[config.mk]
export PLATFORM = sky130hd
export DESIGN_NAME = record_framer_masked_crc32c_unit
export DESIGN_NICKNAME = d
export VERILOG_FILES = /design/src/hw/rtl/rfmc_pkg.sv /design/src/hw/rtl/rfmc_front.sv /design/src/hw/rtl/rfmc_queue.sv /design/src/hw/rtl/rfmc_back.sv /design/src/hw/rtl/record_framer_masked_crc32c_unit.sv
export VERILOG_INCLUDE_DIRS = /design/src /design/src/hw/rtl
export SDC_FILE = /design/constraint.sdc
export NUM_CORES = 1
export LEC_CHECK = 0
export BUFFER_PORTS_ARGS = -buffer_cell sky130_fd_sc_hd__buf_2
export CORE_MARGIN = 3
export CORE_UTILIZATION = 40
export CTS_BUF_LIST = sky130_fd_sc_hd__clkbuf_16
export DETAILED_ROUTE_END_ITERATION = 10
export HOLD_SLACK_MARGIN = 0.06
export PLACE_DENSITY = 0.54
export SYNTH_ARGS = -nofsm -noshare
export SYNTH_HDL_FRONTEND = slang
export SYNTH_SLANG_ARGS = --single-unit
[constraint.sdc]
create_clock -name aclk -period 9.3 [get_ports aclk]
set_clock_uncertainty 0.05 [all_clocks]
set_input_delay 0.93 -clock aclk [delete_from_list [all_inputs] [get_ports aclk]]
set_output_delay 0.93 -clock aclk [all_outputs]
set_load 0.01 [all_outputs]
[src/hw/rtl/assert_macros.svh]
// assertion macros used by the framer back end
`ifndef ASSERT_MACROS_SVH
`define ASSERT_MACROS_SVH

`ifndef ASSERT_OFF
// property must hold at every clock edge outside reset
`define ASSERT_AT(lbl, clk, rst_n, prop) \
    lbl: assert property (@(posedge clk) disable iff (!rst_n) prop) \
        else $error("assertion failed");
// expression must never be true outside reset
`define ASSERT_NEVER(lbl, clk, rst_n, expr) \
    lbl: assert property (@(posedge clk) disable iff (!rst_n) !(expr)) \
        else $error("forbidden condition seen");
`else
`define ASSERT_AT(lbl, clk, rst_n, prop)
`define ASSERT_NEVER(lbl, clk, rst_n, expr)
`endif

`endif

[src/hw/rtl/rfmc_pkg.sv]
// types, constants and crc helpers for the record framer
`default_nettype none

package rfmc_pkg;

    localparam logic [31:0] CRC_POLY = 32'h82F6_3B78;
    localparam logic [31:0] CRC_INIT = 32'hFFFF_FFFF;
    localparam logic [31:0] MASK_ADD = 32'hA282_EAD8;

    // input opcodes
    localparam logic OP_START = 1'b0;
    localparam logic OP_DATA  = 1'b1;

    // status codes
    localparam logic [1:0] ST_OK       = 2'd0;
    localparam logic [1:0] ST_MISMATCH = 2'd1;
    localparam logic [1:0] ST_NOSTART  = 2'd2;

    typedef struct packed {
        logic        opcode;
        logic [63:0] payload_length;
        logic [7:0]  data_byte;
        logic        final_byte;
    } in_item_t;

    typedef struct packed {
        logic [7:0] out_byte;
        logic       run_end;
        logic       record_end;
        logic [1:0] status;
    } out_item_t;

    typedef enum logic [1:0] {
        JOB_START = 2'd0,
        JOB_DATA  = 2'd1,
        JOB_ERR   = 2'd2
    } job_kind_t;

    // one classified item handed from front to back
    typedef struct packed {
        job_kind_t   kind;
        logic [63:0] len;
        logic [7:0]  data;
        logic [31:0] crc;
        logic [1:0]  status;
        logic        footer;
    } job_t;

    // one reflected crc-32c byte step
    function automatic logic [31:0] crc_fold(input logic [31:0] c_in, input logic [7:0] b);
        logic [31:0] c;
        c = c_in ^ {24'h00_0000, b};
        for (int i = 0; i < 8; i++) begin
            c = c[0] ? ((c >> 1) ^ CRC_POLY) : (c >> 1);
        end
        return c;
    endfunction

    // final inversion, rotate right by 15, add constant
    function automatic logic [31:0] mask_crc(input logic [31:0] crc_in);
        logic [31:0] v;
        v = ~crc_in;
        return {v[14:0], v[31:15]} + MASK_ADD;
    endfunction

endpackage

`default_nettype wire

[src/hw/rtl/rfmc_front.sv]
// front end: accepts items, keeps record state, classifies into jobs
`default_nettype none

module rfmc_front (
    input  wire logic               aclk,
    input  wire logic               aresetn,
    input  wire logic               s_valid,
    output logic                    s_ready,
    input  rfmc_pkg::in_item_t      s_data,
    output logic                    job_valid,
    input  wire logic               job_ready,
    output rfmc_pkg::job_t          job_data
);
    import rfmc_pkg::*;

    logic [31:0] crc_reg,    crc_next;
    logic [63:0] seen_reg,   seen_next;
    logic [63:0] expect_reg, expect_next;
    logic        open_reg,   open_next;

    logic        accept;
    logic [31:0] crc_fold_val;
    logic [63:0] seen_inc;

    assign s_ready   = job_ready;
    assign job_valid = s_valid;
    assign accept    = s_valid && job_ready;

    assign crc_fold_val = crc_fold(crc_reg, s_data.data_byte);
    assign seen_inc     = seen_reg + 64'd1;

    // classify the beat and work out the next record state
    always_comb begin
        crc_next         = crc_reg;
        seen_next        = seen_reg;
        expect_next      = expect_reg;
        open_next        = open_reg;
        job_data.kind    = JOB_ERR;
        job_data.len     = s_data.payload_length;
        job_data.data    = s_data.data_byte;
        job_data.crc     = CRC_INIT;
        job_data.status  = ST_NOSTART;
        job_data.footer  = 1'b0;
        priority if (s_data.opcode == OP_START) begin
            job_data.kind   = JOB_START;
            job_data.status = ST_OK;
            job_data.footer = (s_data.payload_length == 64'd0);
            crc_next        = CRC_INIT;
            seen_next       = 64'd0;
            expect_next     = s_data.payload_length;
            open_next       = (s_data.payload_length != 64'd0);
        end else if (!open_reg) begin
            job_data.kind   = JOB_ERR;
        end else if (s_data.final_byte) begin
            job_data.kind   = JOB_DATA;
            job_data.crc    = crc_fold_val;
            job_data.status = (seen_inc != expect_reg) ? ST_MISMATCH : ST_OK;
            job_data.footer = 1'b1;
            crc_next        = CRC_INIT;
            seen_next       = 64'd0;
            open_next       = 1'b0;
        end else begin
            job_data.kind   = JOB_DATA;
            job_data.status = ST_OK;
            crc_next        = crc_fold_val;
            seen_next       = seen_inc;
        end
    end

    // record state registers
    always_ff @(posedge aclk) begin
        if (!aresetn) begin
            crc_reg    <= CRC_INIT;
            seen_reg   <= 64'd0;
            expect_reg <= 64'd0;
            open_reg   <= 1'b0;
        end else if (accept) begin
            crc_reg    <= crc_next;
            seen_reg   <= seen_next;
            expect_reg <= expect_next;
            open_reg   <= open_next;
        end
    end

endmodule

`default_nettype wire

[src/hw/rtl/rfmc_queue.sv]
// short job queue between front and back end
`default_nettype none

module rfmc_queue #(
    parameter int DEPTH = 2
) (
    input  wire logic           aclk,
    input  wire logic           aresetn,
    input  wire logic           in_valid,
    output logic                in_ready,
    input  rfmc_pkg::job_t      in_data,
    output logic                out_valid,
    input  wire logic           out_ready,
    output rfmc_pkg::job_t      out_data
);
    import rfmc_pkg::*;

    localparam int AW = $clog2(DEPTH);
    localparam int CW = $clog2(DEPTH + 1);
    localparam logic [AW-1:0] LAST_PTR = AW'(DEPTH - 1);
    localparam logic [CW-1:0] FULL_CNT = CW'(DEPTH);

    job_t            slot_reg [DEPTH];
    logic [AW-1:0]   wr_ptr_reg, wr_ptr_next;
    logic [AW-1:0]   rd_ptr_reg, rd_ptr_next;
    logic [CW-1:0]   count_reg,  count_next;
    logic            push, pop;

    assign in_ready  = (count_reg != FULL_CNT);
    assign out_valid = (count_reg != '0);
    assign out_data  = slot_reg[rd_ptr_reg];
    assign push      = in_valid && in_ready;
    assign pop       = out_valid && out_ready;

    // pointer and fill count update
    always_comb begin
        wr_ptr_next = wr_ptr_reg;
        rd_ptr_next = rd_ptr_reg;
        if (push) begin
            wr_ptr_next = (wr_ptr_reg == LAST_PTR) ? '0 : wr_ptr_reg + AW'(1);
        end
        if (pop) begin
            rd_ptr_next = (rd_ptr_reg == LAST_PTR) ? '0 : rd_ptr_reg + AW'(1);
        end
        unique case ({push, pop})
            2'b10:   count_next = count_reg + CW'(1);
            2'b01:   count_next = count_reg - CW'(1);
            default: count_next = count_reg;
        endcase
    end

    always_ff @(posedge aclk) begin
        if (!aresetn) begin
            wr_ptr_reg <= '0;
            rd_ptr_reg <= '0;
            count_reg  <= '0;
        end else begin
            wr_ptr_reg <= wr_ptr_next;
            rd_ptr_reg <= rd_ptr_next;
            count_reg  <= count_next;
        end
    end

    // slot storage
    always_ff @(posedge aclk) begin
        if (push) begin
            slot_reg[wr_ptr_reg] <= in_data;
        end
    end

endmodule

`default_nettype wire

[src/hw/rtl/rfmc_back.sv]
// back end: serializes jobs into header, payload and footer beats
`default_nettype none
`include "assert_macros.svh"

module rfmc_back (
    input  wire logic           aclk,
    input  wire logic           aresetn,
    input  wire logic           job_valid,
    output logic                job_ready,
    input  rfmc_pkg::job_t      job_data,
    output logic                m_valid,
    input  wire logic           m_ready,
    output rfmc_pkg::out_item_t m_data
);
    import rfmc_pkg::*;

    typedef enum logic [3:0] {
        BK_IDLE = 4'b0001,
        BK_HDR  = 4'b0010,
        BK_HCRC = 4'b0100,
        BK_FOOT = 4'b1000
    } back_state_t;

    back_state_t state_reg,  state_next;
    logic [2:0]  cnt_reg,    cnt_next;
    logic [63:0] len_reg,    len_next;
    logic [31:0] hcrc_reg,   hcrc_next;
    logic [31:0] crc_reg,    crc_next;
    logic [1:0]  st_reg,     st_next;
    logic        footer_reg, footer_next;
    out_item_t   out_reg,    out_next;
    logic        ovalid_reg, ovalid_next;

    logic        out_free;
    logic [31:0] mask_word;
    logic [7:0]  mask_byte;
    logic        cnt_last4;

    assign out_free  = !ovalid_reg || m_ready;
    assign mask_word = mask_crc((state_reg == BK_HCRC) ? hcrc_reg : crc_reg);
    assign mask_byte = mask_word[{cnt_reg[1:0], 3'b000} +: 8];
    assign cnt_last4 = (cnt_reg[1:0] == 2'd3);
    assign m_valid   = ovalid_reg;
    assign m_data    = out_reg;

    // sequencer: one output beat per free cycle
    always_comb begin
        state_next  = state_reg;
        cnt_next    = cnt_reg;
        len_next    = len_reg;
        hcrc_next   = hcrc_reg;
        crc_next    = crc_reg;
        st_next     = st_reg;
        footer_next = footer_reg;
        out_next    = out_reg;
        ovalid_next = ovalid_reg && !m_ready;
        job_ready   = 1'b0;
        if (out_free) begin
            unique case (state_reg)
                BK_IDLE: begin
                    if (job_valid) begin
                        job_ready   = 1'b1;
                        ovalid_next = 1'b1;
                        crc_next    = job_data.crc;
                        st_next     = job_data.status;
                        footer_next = job_data.footer;
                        unique case (job_data.kind)
                            JOB_START: begin
                                out_next  = '{out_byte: job_data.len[7:0], run_end: 1'b0,
                                              record_end: 1'b0, status: ST_OK};
                                len_next  = job_data.len >> 8;
                                hcrc_next = crc_fold(CRC_INIT, job_data.len[7:0]);
                                cnt_next  = 3'd1;
                                state_next = BK_HDR;
                            end
                            JOB_DATA: begin
                                out_next = '{out_byte: job_data.data,
                                             run_end: !job_data.footer,
                                             record_end: 1'b0, status: job_data.status};
                                cnt_next = 3'd0;
                                if (job_data.footer) begin
                                    state_next = BK_FOOT;
                                end
                            end
                            default: begin
                                out_next = '{out_byte: 8'h00, run_end: 1'b1,
                                             record_end: 1'b0, status: ST_NOSTART};
                            end
                        endcase
                    end
                end
                BK_HDR: begin
                    ovalid_next = 1'b1;
                    out_next    = '{out_byte: len_reg[7:0], run_end: 1'b0,
                                    record_end: 1'b0, status: ST_OK};
                    len_next    = len_reg >> 8;
                    hcrc_next   = crc_fold(hcrc_reg, len_reg[7:0]);
                    cnt_next    = cnt_reg + 3'd1;
                    if (cnt_reg == 3'd7) begin
                        state_next = BK_HCRC;
                    end
                end
                BK_HCRC: begin
                    ovalid_next = 1'b1;
                    out_next    = '{out_byte: mask_byte, run_end: cnt_last4 && !footer_reg,
                                    record_end: 1'b0, status: ST_OK};
                    cnt_next    = cnt_last4 ? 3'd0 : cnt_reg + 3'd1;
                    if (cnt_last4) begin
                        state_next = footer_reg ? BK_FOOT : BK_IDLE;
                    end
                end
                BK_FOOT: begin
                    ovalid_next = 1'b1;
                    out_next    = '{out_byte: mask_byte, run_end: cnt_last4,
                                    record_end: cnt_last4, status: st_reg};
                    cnt_next    = cnt_last4 ? 3'd0 : cnt_reg + 3'd1;
                    if (cnt_last4) begin
                        state_next = BK_IDLE;
                    end
                end
                default: begin
                    state_next = BK_IDLE;
                end
            endcase
        end
    end

    // control registers
    always_ff @(posedge aclk) begin
        if (!aresetn) begin
            state_reg  <= BK_IDLE;
            cnt_reg    <= 3'd0;
            ovalid_reg <= 1'b0;
        end else begin
            state_reg  <= state_next;
            cnt_reg    <= cnt_next;
            ovalid_reg <= ovalid_next;
        end
    end

    // working and output payload registers
    always_ff @(posedge aclk) begin
        len_reg    <= len_next;
        hcrc_reg   <= hcrc_next;
        crc_reg    <= crc_next;
        st_reg     <= st_next;
        footer_reg <= footer_next;
        out_reg    <= out_next;
    end

    // a job is taken only between serialized runs
    `ASSERT_AT(a_pop_idle, aclk, aresetn, job_ready |-> (state_reg == BK_IDLE))
    // crc byte index stays within a 32-bit word
    `ASSERT_AT(a_crc_idx, aclk, aresetn,
        (state_reg == BK_HCRC || state_reg == BK_FOOT) |-> (cnt_reg[2] == 1'b0))
    // a record end always closes the run of its item
    `ASSERT_NEVER(a_rec_run, aclk, aresetn, m_valid && m_data.record_end && !m_data.run_end)
    // header length bytes lead into the header crc
    `ASSERT_AT(a_hdr_seq, aclk, aresetn,
        (state_reg == BK_HDR && cnt_reg == 3'd7 && out_free) |=> (state_reg == BK_HCRC))

endmodule

`default_nettype wire

[src/hw/rtl/record_framer_masked_crc32c_unit.sv]
// top level of the record framer with masked crc-32c
`default_nettype none

// Record framer: each start beat yields 8 little-endian length bytes and 4 bytes of
// masked crc-32c over them (12 output beats, 16 for a zero-length record with its
// empty footer); each data beat yields its byte, plus the 4-byte masked payload crc
// footer on the final byte (5 beats). Output runs at one beat per cycle while m_ready
// allows, so data bytes then sustain one item per cycle; a start item or a final
// byte holds the output until all of its beats are out. The QUEUE_DEPTH-entry job
// queue lets the front end keep accepting items while the back end serializes a
// header or footer. No clearing pass after reset.
module record_framer_masked_crc32c_unit #(
    parameter int QUEUE_DEPTH = 2
) (
    input  wire logic               aclk,
    input  wire logic               aresetn,
    input  wire logic               s_valid,
    output logic                    s_ready,
    input  rfmc_pkg::in_item_t      s_data,
    output logic                    m_valid,
    input  wire logic               m_ready,
    output rfmc_pkg::out_item_t     m_data
);
    import rfmc_pkg::*;

    logic fq_valid, fq_ready;
    job_t fq_data;
    logic qb_valid, qb_ready;
    job_t qb_data;

    rfmc_front u_front (
        .aclk      (aclk),
        .aresetn   (aresetn),
        .s_valid   (s_valid),
        .s_ready   (s_ready),
        .s_data    (s_data),
        .job_valid (fq_valid),
        .job_ready (fq_ready),
        .job_data  (fq_data)
    );

    rfmc_queue #(
        .DEPTH (QUEUE_DEPTH)
    ) u_queue (
        .aclk      (aclk),
        .aresetn   (aresetn),
        .in_valid  (fq_valid),
        .in_ready  (fq_ready),
        .in_data   (fq_data),
        .out_valid (qb_valid),
        .out_ready (qb_ready),
        .out_data  (qb_data)
    );

    rfmc_back u_back (
        .aclk      (aclk),
        .aresetn   (aresetn),
        .job_valid (qb_valid),
        .job_ready (qb_ready),
        .job_data  (qb_data),
        .m_valid   (m_valid),
        .m_ready   (m_ready),
        .m_data    (m_data)
    );

endmodule

`default_nettype wire

==> summary.md <==
| Metric | Value |
|---|---|
| Status | finished clean |
| Final Max Slew Viols | 0 |
| Total track usage | 0.215 |
| Initial Utilization | 0.405 |
| Synth Flop Type | edfxtp_1 |
| WL/cell | 21.9 microns |
| Most common cell after layout, fill and taps aside | nand2_1 |
| Final net count | 2600 |
| Synth Register Bits | between 500 and 600 |
| Share of flip-flops with an asynchronous set or reset | 0 |
| Post-CTS Setup Inserts | 0 |
| Endpoint class of the critical path | flop |
| RSZ-0062 raised after global routing | false |
| Final setup viols | 0 |
| Residual DRC | 0 |
| GPL Wtd Cong | around 0.9 |
| Hold-fix buffers, CTS | 0 |
| Remaining antenna violation count | 0 |
| Setup crit start kind | flop |
| Max reg flops | roughly 220 |
| Clock sink count | around 530 |
| Die Ht | 262 microns |
| Reg power frac | 0.362 |
| Crit path DAT | about 4.5 ns |
| Number of global-route vias before repair | between 15000 and 20000 |
| Slew HR | 0.319 |
| Fin Setup TNS | 0 ns |
| Share of layout cells above drive strength 1 | 0.125 |
| Netlist cell types | 95 |
| Worst-case clock buffer depth | 3 |
| Most used cell, CP | nand2_1 |
| Ys Warns | 0 |
| Die width | ~260 microns |
| CTS tree | done |
| Sw Pwr | about 3.4 mW |
| Final core occ | 0.452 |
| Initial DRC Count | approximately 1800 |
| Clock Power Share | 0.243 |
| P_int | between 5 and 6 mW |
| Maximum vdd drop | 0.000366 V |
| CTS buffer count | between 50 and 60 |
| Initial antenna violation count | 2 |
| Drt pass-1 iters | 7 |
| Crit Path Class | reg2reg |
| Sw Share | 0.369 |
| Final WL | between 70 and 80 mm |
| Worst Hold Class | reg2reg |
| H-Tree Depth | 2 |
| Final period utilization | 0.436 |
| Post-synthesis cell count | around 2500 |
| Mapped Area | ~26000 sq um |
| Die ar. | roughly 70000 sq um |
| Least-Margin Pin Slew | about 1.0 ns |
| Number of core rows | 93 |
| Clock transition at path regs | around 0.07 ns |
| Top Ports | between 90 and 100 |
| Grt total ovfl | 0 |
| Worst skew pair latency | ~0.63 ns |
| Most frequent cells in the layout | nand2_1, edfxtp_1, xnor2_1, a21oi_1, dfxtp_1 |
| Crit-path cells | or4b_1 > buf_4 > nand2_1 > nand2_1 > ha_1 > o211a_1 > o211ai_1 > nand4_1 > a221oi_4 > o21ai_1 > a21oi_1 > xnor2_1 > or3_1 > a32oi_1 |
| Post-synthesis sequential area ratio | 0.536 |
| Routed vias/inst | roughly 5.5 |
| Avg Inst Size Synth | roughly 11 sq um |
| Max Freq | between 200 and 250 MHz |
| PortBufs | 91 |
| Via Count | approximately 19000 |
| Power density cells | 315 nW/um^2 |
| Core Region | 64600 sq um |
| Clock Tree Root | clkbuf_16 |
| Area growth syn-to-layout | 11.6% |
| Minimum clock period | 4.05 ns |
| Net Count, Synth | 2569 |
| Number of flops mapped to enable cells by yosys | 351 |
| Slowest stage cell, crit path | dfxtp_1 |
| CP max stage delay | 0.54 ns |
| Cts repair resizes | 0 |
| Max-cap violation count | 0 |
| Worst hold-check slack | 0.417 ns |
| Hpwl dp | about 53 mm |
| Static Leak | between 9 and 10 nW |
| Req. time, crit path | about 9.7 ns |
| Critical-path maximum fanout | 28 |
| Combinational fraction of design power | 0.395 |
| Global-route wire length before repair | around 110 mm |
| Final hold vios | 0 |
| Largest net degree at the start of global routing | between 90 and 100 |
==> cell type report <==
type,count,area [sq um]
fillers,6000,35400
flip-flops and latches,525,14000
multi-input cells,1797,11500
clock buffers,58,1450
well taps,855,1070
repair buffers,117,651
clock inverters,48,387
inverters,19,73.8
diodes,1,2.50
==> worst paths after layout <==
check	startpoint	end	slack, ns	cells past startpoint
setup / recovery	u_back.state_reg[2]	u_back.m_data[11]	5.25	14
hold reg to reg	u_front.expect_reg[21]	u_front.expect_reg[21]	0.42	2
hold / removal	u_front.expect_reg[21]	u_front.expect_reg[21]	0.42	2
setup reg to reg	u_back.state_reg[2]	u_back.m_data[11]	5.25	14
==> logic make-up (layout without fill, tap and decap cells) <==
kind of cell / after synthesis / count (layout) / synth area share
DFF: 525 / 525 / 0.536
and+or+nand+nor: 858 / 858 / 0.155
muxes: 134 / 134 / 0.0557
buffers and inverters: 163 / 242 / 0.0262
AOI/OAI and AO/OA: 451 / 451 / 0.0986
adders and majority gates: 6 / 6 / 0.00287
xor gates and xnor gates: 348 / 348 / 0.126
other: 0 / 1 / 0
==> cell usage after synthesis, types with 5 or more instances <==
library cell	number	area [sq um]
nor4_1	41	257
mux2_2	44	495
a21oi_1	183	916
buf_6	5	56.3
o22ai_1	7	43.8
nand3_1	50	250
and4_1	8	70.1
a31oi_1	10	62.6
o211ai_1	14	105
a311oi_1	5	43.8
xnor2_2	13	211
o21a_1	6	45.0
buf_2	16	80.1
a21o_1	6	45.0
o21ai_0	160	801
or4_1	5	37.5
buf_1	15	56.3
mux2i_1	83	831
nor4b_1	5	43.8
or3_1	13	81.3
and3_1	15	93.8
xor2_1	99	867
nand4_1	29	181
clkbuf_1	101	379
edfxtp_1	351	10500
nand3b_1	8	60.1
xnor2_1	226	1980
nor2_1	144	541
nand2_1	423	1590
nor3_1	52	260
nor2b_1	11	68.8
dfxtp_1	174	3480
ha_1	6	75.1
a211oi_1	17	128
xnor2_4	6	165
inv_1	18	67.6
and2_1	10	62.6
==> power by group through the flow <==
stage          Clock (mW)  Sequential [mW]  Combinational, mW
5_1_grt              2.37             3.36               3.95
3_5_place_dp            0             3.37               3.64
3_3_place_gp            0             3.36               3.61
4_1_cts              2.28             3.32               3.65
6_report             2.23             3.33               3.63
2_1_floorplan           0             3.27               2.81
==> critical path: cells and delay by family (launching register included) <==
family	cells	cell delay (ns)
AOI/OAI and AO/OA	6	1.50
and+or+nand+nor	5	1.22
DFF	1	0.54
buffers and inverters	1	0.26
adders and majority gates	1	0.26
xor gates and xnor gates	1	0.07
==> routing by layer <==
metal	track usage	routed length (microns)	share of wire	up-vias
met2	0.317	31700	0.42	621
met5	0	13	0.00017	-
met3	0.0321	4990	0.067	121
met4	0.0593	1970	0.026	2
met1	0.328	36300	0.48	9052
li1	-	-	-	8925
==> through the flow <==
stage | total power [mW] | instance area (sq um) | std cells | worst slack [ns]
4_1_cts | 9.25 | 29200 | 3419 | 5.22
6_report | 9.18 | 29200 | 3420 | 5.25
5_1_grt | 9.68 | 29200 | 3419 | 4.99
3_5_place_dp | 7.01 | 27300 | 3313 | 5.23
3_3_place_gp | 6.98 | 27300 | 3313 | 5.29
2_1_floorplan | 6.08 | 26100 | 2485 | 2.75
Note: power is estimated with default switching activity, not from simulation.
